$ cat src/rtl/prtr_pkg.sv
// prtr_pkg: shared types, constants and tables of the permutation rank/turn/re-rank unit
// no dependencies; used by every module under rtl/
package prtr_pkg;

    localparam int unsigned NUM_ELEMS = 12;
    localparam int unsigned RANK_W    = 29;
    localparam int unsigned MOVE_W    = 4;
    localparam int unsigned ELEM_W    = 4;

    localparam logic [RANK_W-1:0] RANK_LIMIT = 29'd479001600;

    // slot k of a permutation word holds one element number
    typedef logic [NUM_ELEMS-1:0][ELEM_W-1:0] t_perm;

    // one rotation of three positions: a takes b, b takes c, c takes a
    typedef struct packed {
        logic [ELEM_W-1:0] a;
        logic [ELEM_W-1:0] b;
        logic [ELEM_W-1:0] c;
    } t_cyc;

    // beat travelling through the unrank cells
    typedef struct packed {
        logic              bad;
        logic [MOVE_W-1:0] move;
        logic [RANK_W-1:0] rem;
        t_perm             perm;
    } t_unrk;

    // beat travelling through the rank cells
    typedef struct packed {
        logic                 bad;
        t_perm                perm;
        logic [NUM_ELEMS-1:0] used;
        logic [RANK_W-1:0]    total;
    } t_rnk;

    function automatic logic [RANK_W-1:0] fact(input int unsigned n);
        logic [RANK_W-1:0] f;
        case (n)
            0:       f = 29'd1;
            1:       f = 29'd1;
            2:       f = 29'd2;
            3:       f = 29'd6;
            4:       f = 29'd24;
            5:       f = 29'd120;
            6:       f = 29'd720;
            7:       f = 29'd5040;
            8:       f = 29'd40320;
            9:       f = 29'd362880;
            10:      f = 29'd3628800;
            11:      f = 29'd39916800;
            12:      f = 29'd479001600;
            default: f = '0;
        endcase
        return f;
    endfunction

    // moves 8..15 undo moves 0..7
    function automatic t_cyc cyc(input logic [MOVE_W-1:0] m);
        t_cyc r;
        unique case (m)
            4'd0:  r = '{a: 4'd0,  b: 4'd1,  c: 4'd2};
            4'd1:  r = '{a: 4'd0,  b: 4'd4,  c: 4'd3};
            4'd2:  r = '{a: 4'd1,  b: 4'd5,  c: 4'd6};
            4'd3:  r = '{a: 4'd3,  b: 4'd7,  c: 4'd5};
            4'd4:  r = '{a: 4'd2,  b: 4'd9,  c: 4'd8};
            4'd5:  r = '{a: 4'd4,  b: 4'd8,  c: 4'd10};
            4'd6:  r = '{a: 4'd6,  b: 4'd11, c: 4'd9};
            4'd7:  r = '{a: 4'd7,  b: 4'd10, c: 4'd11};
            4'd8:  r = '{a: 4'd2,  b: 4'd1,  c: 4'd0};
            4'd9:  r = '{a: 4'd3,  b: 4'd4,  c: 4'd0};
            4'd10: r = '{a: 4'd6,  b: 4'd5,  c: 4'd1};
            4'd11: r = '{a: 4'd5,  b: 4'd7,  c: 4'd3};
            4'd12: r = '{a: 4'd8,  b: 4'd9,  c: 4'd2};
            4'd13: r = '{a: 4'd10, b: 4'd8,  c: 4'd4};
            4'd14: r = '{a: 4'd9,  b: 4'd11, c: 4'd6};
            4'd15: r = '{a: 4'd11, b: 4'd10, c: 4'd7};
        endcase
        return r;
    endfunction

endpackage

$ cat src/rtl/perm_rank_turn_rerank_unit.sv
// perm_rank_turn_rerank_unit: top level, unrank chain, move stage, rank chain, output skid
// depends on prtr_pkg, prtr_unrank_cell, prtr_move_stage, prtr_rank_cell
//
// usage
//   slave channel: one beat carries a 29-bit permutation rank and a 4-bit move number
//   master channel: one beat carries the re-ranked permutation after the move and,
//     in tuser, a flag set when the input rank was 12! or more (tdata is then zero)
//   every input beat yields exactly one output beat, in order
// path: an accepted input beat passes 12 unrank cells, 1 move stage, 12 rank cells
//   and 1 output register on its way to m_axis_tvalid
// throughput: one beat per cycle while the skid is empty; the chain moves forward as one,
//   a beat entering each cycle, so the depth of the chain sets latency and not rate
// stall: when the receiver holds tready low, the output register keeps its beat and
//   the next finished beat lands in a one-entry skid register; while the skid is
//   full the whole chain holds and s_axis_tready is low. s_axis_tready comes straight
//   from a register, so there is no combinational path from m_axis_tready
// reset: synchronous, active low; clears all valid bits, the chain comes up empty
//   and s_axis_tready is high in the first cycle after reset
module perm_rank_turn_rerank_unit (
    input  logic        i_clk,
    input  logic        i_rst_n,
    input  logic        s_axis_tvalid,
    output logic        s_axis_tready,
    input  logic [39:0] s_axis_tdata,   // [28:0] perm_rank, [32:29] move_sel, [39:33] zero
    output logic        m_axis_tvalid,
    input  logic        m_axis_tready,
    output logic [31:0] m_axis_tdata,   // [28:0] new_rank, [31:29] zero
    output logic        m_axis_tuser    // [0] rank_bad
);

    localparam int unsigned N = prtr_pkg::NUM_ELEMS;

    // chain enable: everything advances unless the skid register is full
    logic en;

    // input unpacking
    logic [prtr_pkg::RANK_W-1:0] in_rank;
    logic [prtr_pkg::MOVE_W-1:0] in_move;
    logic                        in_bad;

    // cell chains
    logic            u_vld [N+1];
    prtr_pkg::t_unrk u_dat [N+1];
    logic            k_vld [N+1];
    prtr_pkg::t_rnk  k_dat [N+1];

    // result of the last rank cell
    logic [prtr_pkg::RANK_W-1:0] fin_rank;
    logic                        fin_bad;

    // output register and skid register
    logic                        r_out_vld;
    logic [prtr_pkg::RANK_W-1:0] r_out_rank;
    logic                        r_out_bad;
    logic                        r_skid_vld;
    logic [prtr_pkg::RANK_W-1:0] r_skid_rank;
    logic                        r_skid_bad;
    logic                        take;

    assign en   = !r_skid_vld;
    assign take = r_out_vld && m_axis_tready;

    assign in_rank = s_axis_tdata[28:0];
    assign in_move = s_axis_tdata[32:29];
    assign in_bad  = (in_rank >= prtr_pkg::RANK_LIMIT);

    // first cell sees the full sorted element list; a bad rank is unranked as zero
    always_comb begin
        u_vld[0]      = s_axis_tvalid;
        u_dat[0].bad  = in_bad;
        u_dat[0].move = in_move;
        u_dat[0].rem  = in_bad ? '0 : in_rank;
        for (int k = 0; k < N; k++) begin
            u_dat[0].perm[k] = prtr_pkg::ELEM_W'(k);
        end
    end

    for (genvar g = 0; g < N; g++) begin : g_unrank
        prtr_unrank_cell #(
            .IDX (g)
        ) u_cell (
            .i_clk   (i_clk),
            .i_rst_n (i_rst_n),
            .i_en    (en),
            .i_vld   (u_vld[g]),
            .i_data  (u_dat[g]),
            .o_vld   (u_vld[g+1]),
            .o_data  (u_dat[g+1])
        );
    end

    prtr_move_stage u_move (
        .i_clk   (i_clk),
        .i_rst_n (i_rst_n),
        .i_en    (en),
        .i_vld   (u_vld[N]),
        .i_data  (u_dat[N]),
        .o_vld   (k_vld[0]),
        .o_data  (k_dat[0])
    );

    for (genvar g = 0; g < N; g++) begin : g_rank
        prtr_rank_cell #(
            .IDX (g)
        ) u_cell (
            .i_clk   (i_clk),
            .i_rst_n (i_rst_n),
            .i_en    (en),
            .i_vld   (k_vld[g]),
            .i_data  (k_dat[g]),
            .o_vld   (k_vld[g+1]),
            .o_data  (k_dat[g+1])
        );
    end

    assign fin_bad  = k_dat[N].bad;
    assign fin_rank = fin_bad ? '0 : k_dat[N].total;

    // output register with one-entry skid behind it
    always_ff @(posedge i_clk) begin
        if (!i_rst_n) begin
            r_out_vld  <= 1'b0;
            r_skid_vld <= 1'b0;
        end else if (r_skid_vld) begin
            // chain is frozen; drain the skid once the receiver takes a beat
            if (take) begin
                r_out_vld  <= 1'b1;
                r_out_rank <= r_skid_rank;
                r_out_bad  <= r_skid_bad;
                r_skid_vld <= 1'b0;
            end
        end else if (k_vld[N]) begin
            if (!r_out_vld || take) begin
                r_out_vld  <= 1'b1;
                r_out_rank <= fin_rank;
                r_out_bad  <= fin_bad;
            end else begin
                r_skid_vld  <= 1'b1;
                r_skid_rank <= fin_rank;
                r_skid_bad  <= fin_bad;
            end
        end else if (take) begin
            r_out_vld <= 1'b0;
        end
    end

    assign s_axis_tready = en;
    assign m_axis_tvalid = r_out_vld;
    assign m_axis_tdata  = {3'd0, r_out_rank};
    assign m_axis_tuser  = r_out_bad;

    // skid only fills behind an occupied output register
    a_skid_behind_out : assert property (@(posedge i_clk) disable iff (!i_rst_n)
        r_skid_vld |-> r_out_vld)
        else $error("skid register full while output register empty");

    // a finished beat meeting a stalled output must go to the skid
    a_stall_to_skid : assert property (@(posedge i_clk) disable iff (!i_rst_n)
        (en && k_vld[N] && r_out_vld && !m_axis_tready) |=> r_skid_vld)
        else $error("finished beat lost on stall");

    // flagged beats carry a zero rank
    a_bad_zero : assert property (@(posedge i_clk) disable iff (!i_rst_n)
        (m_axis_tvalid && m_axis_tuser) |-> (m_axis_tdata == 32'd0))
        else $error("flagged beat with nonzero rank");

    // a good result is always a valid rank
    a_rank_range : assert property (@(posedge i_clk) disable iff (!i_rst_n)
        (m_axis_tvalid && !m_axis_tuser) |-> (m_axis_tdata[28:0] < prtr_pkg::RANK_LIMIT))
        else $error("result rank out of range");

endmodule

$ cat src/rtl/prtr_unrank_cell.sv
// prtr_unrank_cell: one factoradic digit of the unrank chain, registered
// depends on prtr_pkg
module prtr_unrank_cell #(
    parameter int unsigned IDX = 0
) (
    input  logic            i_clk,
    input  logic            i_rst_n,
    input  logic            i_en,
    input  logic            i_vld,
    input  prtr_pkg::t_unrk i_data,
    output logic            o_vld,
    output prtr_pkg::t_unrk o_data
);

    localparam int unsigned NW = prtr_pkg::NUM_ELEMS - 1 - IDX;
    localparam logic [prtr_pkg::RANK_W-1:0] W = prtr_pkg::fact(NW);

    logic [prtr_pkg::ELEM_W-1:0] q;
    logic [prtr_pkg::ELEM_W-1:0] sel;
    prtr_pkg::t_unrk             n_data;
    logic                        r_vld;
    prtr_pkg::t_unrk             r_data;

    always_comb begin
        // digit = how many multiples of the weight fit in the remainder
        q = '0;
        for (int k = 1; k < prtr_pkg::NUM_ELEMS; k++) begin
            if (k <= NW && {4'd0, i_data.rem} >= 33'(k) * {4'd0, W}) begin
                q = q + 4'd1;
            end
        end
        sel = 4'(IDX) + q;
        n_data      = i_data;
        n_data.rem  = i_data.rem - W * {25'd0, q};
        // slots below IDX are placed; the rest is the sorted unused list
        n_data.perm[IDX] = i_data.perm[sel];
        for (int k = 0; k < prtr_pkg::NUM_ELEMS; k++) begin
            if (k > IDX && k <= int'(sel)) begin
                n_data.perm[k] = i_data.perm[k-1];
            end
        end
    end

    always_ff @(posedge i_clk) begin
        if (!i_rst_n) begin
            r_vld <= 1'b0;
        end else if (i_en) begin
            r_vld  <= i_vld;
            r_data <= n_data;
        end
    end

    assign o_vld  = r_vld;
    assign o_data = r_data;

endmodule

$ cat src/rtl/prtr_move_stage.sv
// prtr_move_stage: applies the selected rotation of three positions, registered
// depends on prtr_pkg
module prtr_move_stage (
    input  logic            i_clk,
    input  logic            i_rst_n,
    input  logic            i_en,
    input  logic            i_vld,
    input  prtr_pkg::t_unrk i_data,
    output logic            o_vld,
    output prtr_pkg::t_rnk  o_data
);

    prtr_pkg::t_cyc cy;
    prtr_pkg::t_rnk n_data;
    logic           r_vld;
    prtr_pkg::t_rnk r_data;

    always_comb begin
        cy = prtr_pkg::cyc(i_data.move);
        n_data.bad        = i_data.bad;
        n_data.used       = '0;
        n_data.total      = '0;
        n_data.perm       = i_data.perm;
        n_data.perm[cy.a] = i_data.perm[cy.b];
        n_data.perm[cy.b] = i_data.perm[cy.c];
        n_data.perm[cy.c] = i_data.perm[cy.a];
    end

    always_ff @(posedge i_clk) begin
        if (!i_rst_n) begin
            r_vld <= 1'b0;
        end else if (i_en) begin
            r_vld  <= i_vld;
            r_data <= n_data;
        end
    end

    assign o_vld  = r_vld;
    assign o_data = r_data;

endmodule

$ cat src/rtl/prtr_rank_cell.sv
// prtr_rank_cell: one Lehmer digit of the re-rank chain, accumulates the rank
// depends on prtr_pkg
module prtr_rank_cell #(
    parameter int unsigned IDX = 0
) (
    input  logic           i_clk,
    input  logic           i_rst_n,
    input  logic           i_en,
    input  logic           i_vld,
    input  prtr_pkg::t_rnk i_data,
    output logic           o_vld,
    output prtr_pkg::t_rnk o_data
);

    localparam logic [prtr_pkg::RANK_W-1:0] W = prtr_pkg::fact(prtr_pkg::NUM_ELEMS - 1 - IDX);

    logic [prtr_pkg::ELEM_W-1:0] v;
    logic [prtr_pkg::ELEM_W-1:0] cnt;
    prtr_pkg::t_rnk              n_data;
    logic                        r_vld;
    prtr_pkg::t_rnk              r_data;

    always_comb begin
        v   = i_data.perm[IDX];
        // unused elements smaller than this one
        cnt = '0;
        for (int j = 0; j < prtr_pkg::NUM_ELEMS; j++) begin
            if (j < int'(v) && !i_data.used[j]) begin
                cnt = cnt + 4'd1;
            end
        end
        n_data         = i_data;
        n_data.used    = i_data.used | (12'd1 << v);
        n_data.total   = i_data.total + W * {25'd0, cnt};
    end

    always_ff @(posedge i_clk) begin
        if (!i_rst_n) begin
            r_vld <= 1'b0;
        end else if (i_en) begin
            r_vld  <= i_vld;
            r_data <= n_data;
        end
    end

    assign o_vld  = r_vld;
    assign o_data = r_data;

endmodule
$ cat config.mk
export PLATFORM = sky130hd
export DESIGN_NAME = perm_rank_turn_rerank_unit
export DESIGN_NICKNAME = d
export VERILOG_FILES = /design/src/rtl/prtr_pkg.sv /design/src/rtl/perm_rank_turn_rerank_unit.sv /design/src/rtl/prtr_unrank_cell.sv /design/src/rtl/prtr_move_stage.sv /design/src/rtl/prtr_rank_cell.sv
export SDC_FILE = /design/constraint.sdc
export NUM_CORES = 2
export LEC_CHECK = 0
export ABC_AREA = 1
export BUFFER_PORTS_ARGS = -buffer_cell sky130_fd_sc_hd__buf_4
export CELL_PAD_IN_SITES_DETAIL_PLACEMENT = 0
export CELL_PAD_IN_SITES_GLOBAL_PLACEMENT = 2
export CORE_ASPECT_RATIO = 2
export CORE_MARGIN = 8
export CORE_UTILIZATION = 44
export CTS_BUF_LIST = sky130_fd_sc_hd__clkbuf_8
export CTS_CLUSTER_DIAMETER = 80
export DETAILED_ROUTE_END_ITERATION = 12
export PLACE_DENSITY_LB_ADDON = 0.2
export RECOVER_POWER = 50
export SLEW_MARGIN = 20
export SYNTH_ARGS = -nofsm -noshare
export SYNTH_HDL_FRONTEND = slang
export SYNTH_SLANG_ARGS = --single-unit
$ cat constraint.sdc
create_clock -name i_clk -period 128.4 [get_ports i_clk]
set_input_delay 32.1 -clock i_clk [delete_from_list [all_inputs] [get_ports i_clk]]
set_output_delay 32.1 -clock i_clk [all_outputs]
set_load 0.02 [all_outputs]
Word level (Yosys, flattened, before mapping)
Memories as Yosys holds them, arrays and structs flattened. A register that Yosys moved wholly into a read port is not among the register bits.
Index checks and enable logic that the tools add are counted.
- multiply operators: 18
- muxes and demuxes: 331
- bitwise logic cells: 12
- shift-type cells: 11
- order comparisons: 293
- reduce and logical (&&, ||, !) cells: 278
- eq/ne operators: 2
- add/sub/neg operators: 218
- operators with widths (operator ; number):
    2-to-1 mux 4 bit ; 260
    adder 4 x 1 -> 4 bit (second input constant) ; 175
    binary-select mux 4 bit (select 4 bit) ; 13
    < comparator 3 x 4 -> 1 bit (first input constant) ; 48
    < comparator 4 bit (first input constant) ; 48
    greater-or-equal comparator 29 bit (second input constant) ; 6
    2-to-1 mux 29 bit ; 6
    less-or-equal comparator 4 bit (first input constant) ; 38
    greater-or-equal comparator 29 x 22 -> 1 bit (second input constant) ; 5
    greater-or-equal comparator 29 x 25 -> 1 bit (second input constant) ; 5
    bitwise mux 48 bit ; 3
    logical AND 1 bit ; 136
    logical NOT 1 bit ; 134
    left shift 1 x 4 -> 12 bit (first input constant) ; 11
    OR 12 bit ; 10
    < comparator 1 x 4 -> 1 bit (first input constant) ; 24
    < comparator 2 x 4 -> 1 bit (first input constant) ; 24
    less-or-equal comparator 3 x 4 -> 1 bit (first input constant) ; 22
    greater-or-equal comparator 29 x 12 -> 1 bit (second input constant) ; 3
    greater-or-equal comparator 29 x 15 -> 1 bit (second input constant) ; 3
    greater-or-equal comparator 29 x 18 -> 1 bit (second input constant) ; 3
    greater-or-equal comparator 29 x 19 -> 1 bit (second input constant) ; 3
    greater-or-equal comparator 29 x 21 -> 1 bit (second input constant) ; 3
    greater-or-equal comparator 29 x 28 -> 1 bit (second input constant) ; 3
    68 further kinds ; 177
- output and inout port bits: 35
- logic and storage cells: 1487
- memories kept: 2
- bits in registers: 1806
- memory bits (read-only): 256
- memory list (memory ; words ; bits a word ; read ports ; clocked after Yosys merged registers in ; write ports ; RTL line ; source):
    (no name shown) ; 16 ; 12 ; 1 ; 1 ; 0 ; prtr_pkg.sv:62 ; unique case (m)
    (no name shown) ; 16 ; 4 ; 1 ; 1 ; 0 ; prtr_unrank_cell.sv:36 ; n_data.perm[IDX] = i_data.perm[sel];

Logic depth before layout (Yosys ltp)
- word-level depth: 27
- mapped depth: 76
- gate-level depth less buffers: 74

Hierarchy
Synthesis repeated with hierarchy kept, for this count alone.
- cells, all modules: 14075
- area, all modules: 132284.4 um^2
- by module, submodules not included (module ; sequential area each (um^2) ; cells an instance ; instances ; area each (um^2)):
    prtr_rank_cell (g_rank[10].u_cell ...) ; 2722.6 ; 472 ; 2 ; 4787.1
    prtr_unrank_cell (g_unrank[1].u_cell) ; 2482.4 ; 874 ; 1 ; 7025.5
    prtr_unrank_cell (g_unrank[0].u_cell) ; 2482.4 ; 925 ; 1 ; 7004.2
    prtr_unrank_cell (g_unrank[2].u_cell) ; 2482.4 ; 771 ; 1 ; 6271.0
    prtr_unrank_cell (g_unrank[3].u_cell) ; 2482.4 ; 744 ; 1 ; 6128.4
    prtr_rank_cell (g_rank[1].u_cell) ; 2722.6 ; 613 ; 1 ; 6093.3
    prtr_unrank_cell (g_unrank[4].u_cell) ; 2482.4 ; 665 ; 1 ; 5901.9
    prtr_rank_cell (g_rank[0].u_cell) ; 2722.6 ; 587 ; 1 ; 5730.5
    prtr_rank_cell (g_rank[4].u_cell) ; 2722.6 ; 570 ; 1 ; 5565.3
    prtr_rank_cell (g_rank[2].u_cell) ; 2722.6 ; 566 ; 1 ; 5532.8
    prtr_unrank_cell (g_unrank[5].u_cell) ; 2482.4 ; 599 ; 1 ; 5361.4
    prtr_rank_cell (g_rank[3].u_cell) ; 2722.6 ; 522 ; 1 ; 5356.4
    prtr_rank_cell (g_rank[5].u_cell) ; 2722.6 ; 528 ; 1 ; 5320.1
    prtr_rank_cell (g_rank[6].u_cell) ; 2722.6 ; 522 ; 1 ; 5268.8
    +11 rows ; -- ; -- ; -- ; --

Worst setup path before layout
OpenSTA, ideal clock, no wires.
- path kind: input to register
- from: input i_rst_n
- to: register r_skid_bad, enable pin
- path slack: 16876 ps
- arrival: 111067 ps
- stages on the path: 4
- required time: 127943 ps
- buffers on the path: 0
- path through: inv_1 -> nor2_1 -> inv_1 -> nor3_1
- longest elaborated chain between the ends: 1
- ends and longest elaborated chain (what ; RTL line ; source):
    start, declared ; perm_rank_turn_rerank_unit.sv:21 ; input logic i_rst_n,
    AND reduction 4 bit (no source line) ; -- ;
    end signal, assigned ; perm_rank_turn_rerank_unit.sv:140 ; r_skid_bad <= fin_bad;
    end, declared ; perm_rank_turn_rerank_unit.sv:57 ; logic r_skid_bad;
No other way between the ends.
A chain may end at the register's enable or synchronous reset.

==> impl_results.md <==
* Outcome: finished, violations left
* Violated checks: max-capacitance violations, max-slew violations
* Avg WL per Cell at around 15 microns
* Final setup TNS at 0 ns
* Commonest non-fill, non-tap cells in the layout: nand2_1 (1701), edfxtp_1 (1680), inv_1 (1515)
* Relative slew slack at -1.34
* Hold crit path type: register to register
* First-pass GRT wire length at ~340 mm
* Fin. Hold Viols at 0
* Largest net degree at the start of global routing at 178
* EDFF count, synth at between 1500 and 2000
* Detailed Route WL at just over 200 mm
* Layout cells sized above 1 at 0.0623
* DRT met1 WL at 90.0 mm
* CP required at between 100 and 150 ns
* Num CTS Buffers at 249
* Post-Syn Area at roughly 99000 sq um
* Clk_lat worst skew at around 1 ns
* Worst path max stage delay at ~0.47 ns
* Highest metal used: met4
* DIE AREA at around 240000 sq um
* DR WL met3 at 7.68 mm
* Via/cell ratio at around 5
* Measured slew at the worst slew-check pin at 3.51 ns
* Met2 WL at approximately 100 mm
* Fin worst setup slack at 85.53 ns
* Initial Utilization at 0.441
* Maximum fanout along the worst path at 20
* CP endpoint kind: register
* Clock slew at reported path FFs at 0.06 ns
* Row cnt at approximately 250
* RSZ-0062 raised after global routing: no
* H-Tree Level Count at 4
* Die X at 351 microns
* Finished Layout Cells at 13419
* CTS max path bufs at 4
* CTS resizes at 0
* Post-synthesis cell type count at 82
* Total global routing overflow at 0
* Final min period at roughly 43 ns
* Placer Congestion at between 0.8 and 0.9
* Dpl hpwl at between 150 and 200 mm
* Placed cell count at ~13000
* Synth warnings at 0
* R2r setup slk at 116.42 ns
* Critical path launch point type: primary input
* Slew Limit Fails at 126
* R2r endpoint: g_rank[6].u_cell.o_data[27]
* TritonCTS clock tree: built
* Crit-path slowest cell: buf_4
* Max Cap Viol at 3
* Die Y-Extent at approximately 690 microns
* Critical Path Source: s_axis_tdata[12]
* Register area share after synthesis at 0.519
* Launch point of the worst reg-to-reg path: g_rank[5].u_cell.o_data[68]
* Floorplan core area at between 200000 and 250000 sq um
* Fin Clk Skew at ~0.077 ns
* Fill cells at approximately 21000
* Critical path type: primary input to register
* Critical path endpoint: g_unrank[0].u_cell.o_data[75]
* Drt drc at 0
* IO Port Bufs at between 60 and 70
* Clock Root Buffer: clkbuf_8
* 1st-pass router iterations at 5
* GRT Util Overall at 0.169
* Drt initial violations at about 3600
* Register area at ~51000 sq um
* Flops & latches, synth at roughly 1700
* Setup-failing EPs final at 0
* Syn avg cell area at ~10 sq um
* Vias after detailed routing at 65871
* Nets at approximately 11000
* Dpl ws at around 84 ns
* Crit path DAT at 43.57 ns
* Setup bufs post-CTS at 0
* Async SR Flop Fraction at 0
* Area Overhead vs Synth at 9.18%
* F_max at 0.0233 GHz
* Reg2reg path depth at 60
* Initial antenna violation count at 2
* Multi-input logic area at roughly 41000 sq um
* Final Cycle Share at 0.334
* Via count of the first global-routing pass at ~65000
* Io pins at 79
* Mapped Cells at ~10000
* Commonest non-fill, non-tap cell in the layout: nand2_1
* Hold_buf cts at 0
* Antenna-violating nets left at 0
* CTS sink cnt at ~1700
* Ys flop type: edfxtp_1
routing by layer:
layer / track usage / up-vias
li1: - / 34346
met1: 0.214 / 30242
met2: 0.302 / 954
met3: 0.0215 / 329
met4: 0.0455 / 0
met5: 0 / -
metrics by stage:
stage | hold slack, ns | utilization | cell area, sq um
4_1_cts | 0.383 | 0.483 | 108000
6_report | 0.388 | 0.482 | 108000
3_3_place_gp | 0.401 | 0.460 | 103000
2_1_floorplan | 0.400 | - | 98700
5_1_grt | 0.384 | 0.482 | 108000
3_5_place_dp | 0.405 | 0.460 | 103000
worst min-delay path by stage:
| stage | to | cells past startpoint | from | slack [ns] |
|---|---|---|---|---|
| floorplan | g_rank[0].u_cell.o_data[45] | 0 | u_move.o_data[45] | 0.40 |
| global placement | g_unrank[1].u_cell.o_data[53] | 0 | g_unrank[0].u_cell.o_data[53] | 0.40 |
| detailed placement | g_rank[1].u_cell.o_data[69] | 0 | g_rank[0].u_cell.o_data[69] | 0.40 |
| CTS | g_rank[7].u_cell.o_data[79] | 0 | g_rank[6].u_cell.o_data[79] | 0.38 |
| global route | g_rank[2].u_cell.o_data[77] | 0 | g_rank[1].u_cell.o_data[77] | 0.38 |
| finish | g_rank[0].u_cell.o_data[84] | 0 | u_move.o_data[84] | 0.39 |
sequential cells by signal, summed over array words and instances (netlist names):
| register | cells |
|---|---|
| u_move.o_data | 49 |
| g_unrank.u_cell.o_data | 862 |
| g_unrank.u_cell.o_vld | 12 |
| r_skid_bad | 1 |
| r_skid_rank | 29 |
| g_rank.u_cell.o_data | 709 |
| u_move.cy | 12 |
| g_rank.u_cell.o_vld | 12 |
| m_axis_tvalid | 1 |
| r_out_rank | 29 |
| u_move.o_vld | 1 |
| m_axis_tuser | 1 |
| r_skid_vld | 1 |
cell usage after synthesis, drive strengths merged (4+ instances only):
| master | count | share of area |
|---|---|---|
| clkbuf | 80 | 0.0030 |
| nor4 | 39 | 0.0025 |
| and3 | 12 | 0.00076 |
| o21bai | 101 | 0.0077 |
| nor3 | 154 | 0.0079 |
| a211oi | 17 | 0.0013 |
| o2111ai | 8 | 0.00071 |
| nand4 | 117 | 0.0074 |
| a31o | 22 | 0.0020 |
| a22oi | 17 | 0.0013 |
| o21ai | 650 | 0.033 |
| inv | 1512 | 0.058 |
| buf | 25 | 0.0018 |
| a21oi | 483 | 0.025 |
| a21o | 26 | 0.0020 |
| nor2 | 954 | 0.038 |
| mux2 | 9 | 0.0010 |
| a21boi | 6 | 0.00046 |
| xnor2 | 282 | 0.025 |
| o211ai | 20 | 0.0017 |
| a32o | 4 | 0.00041 |
| nor3b | 18 | 0.0014 |
| fa | 82 | 0.017 |
| or2 | 65 | 0.0041 |
| or4 | 4 | 0.00030 |
| clkinv | 14 | 0.00054 |
| dfxtp | 39 | 0.0079 |
| o311ai | 6 | 0.00053 |
| o221ai | 32 | 0.0028 |
| nand3 | 344 | 0.019 |
| o31ai | 13 | 0.00099 |
| nand3b | 20 | 0.0015 |
| o22ai | 51 | 0.0032 |
| o21a | 5 | 0.00038 |
| xor2 | 530 | 0.047 |
| a41oi | 4 | 0.00035 |
| a31oi | 90 | 0.0059 |
| nand2 | 1726 | 0.066 |
| ha | 684 | 0.087 |
| edfxtp | 1680 | 0.51 |
| and2 | 8 | 0.00051 |
critical path: cells and delay by family:
kind	cells	cell delay, ns
AO/OA/AOI/OAI	12	2.85
XOR/XNOR	3	0.48
adder cells (fa/ha/maj)	13	3.87
buffers and inverters	6	1.15
AND/OR/NAND/NOR	24	3.11
cell type report:
type	instances	share of cell area
clock buffer	255	0.0326
tap	2976	0.0345
sequential	1719	0.475
clock inverter	192	0.0146
inverter	1526	0.0532
antenna	3	0.0000696
multi-input combinational	6637	0.382
timing repair buffer	111	0.00742
kinds of logic after synthesis:
kind of cell | after synthesis | share of synthesized area
AO/OA/AOI/OAI | 1574 | 0.0912
AND/OR/NAND/NOR | 3467 | 0.150
buffers and inverters | 1631 | 0.0629
multiplexers | 12 | 0.00133
other | 1 | 0.0000380
adder cells (fa/ha/maj) | 766 | 0.103
flip-flops | 1719 | 0.519
XOR/XNOR | 812 | 0.0729
Power is left out: the tool's default activity adds up to more than one toggle a clock period on the data nets, which glitch-free logic cannot reach.
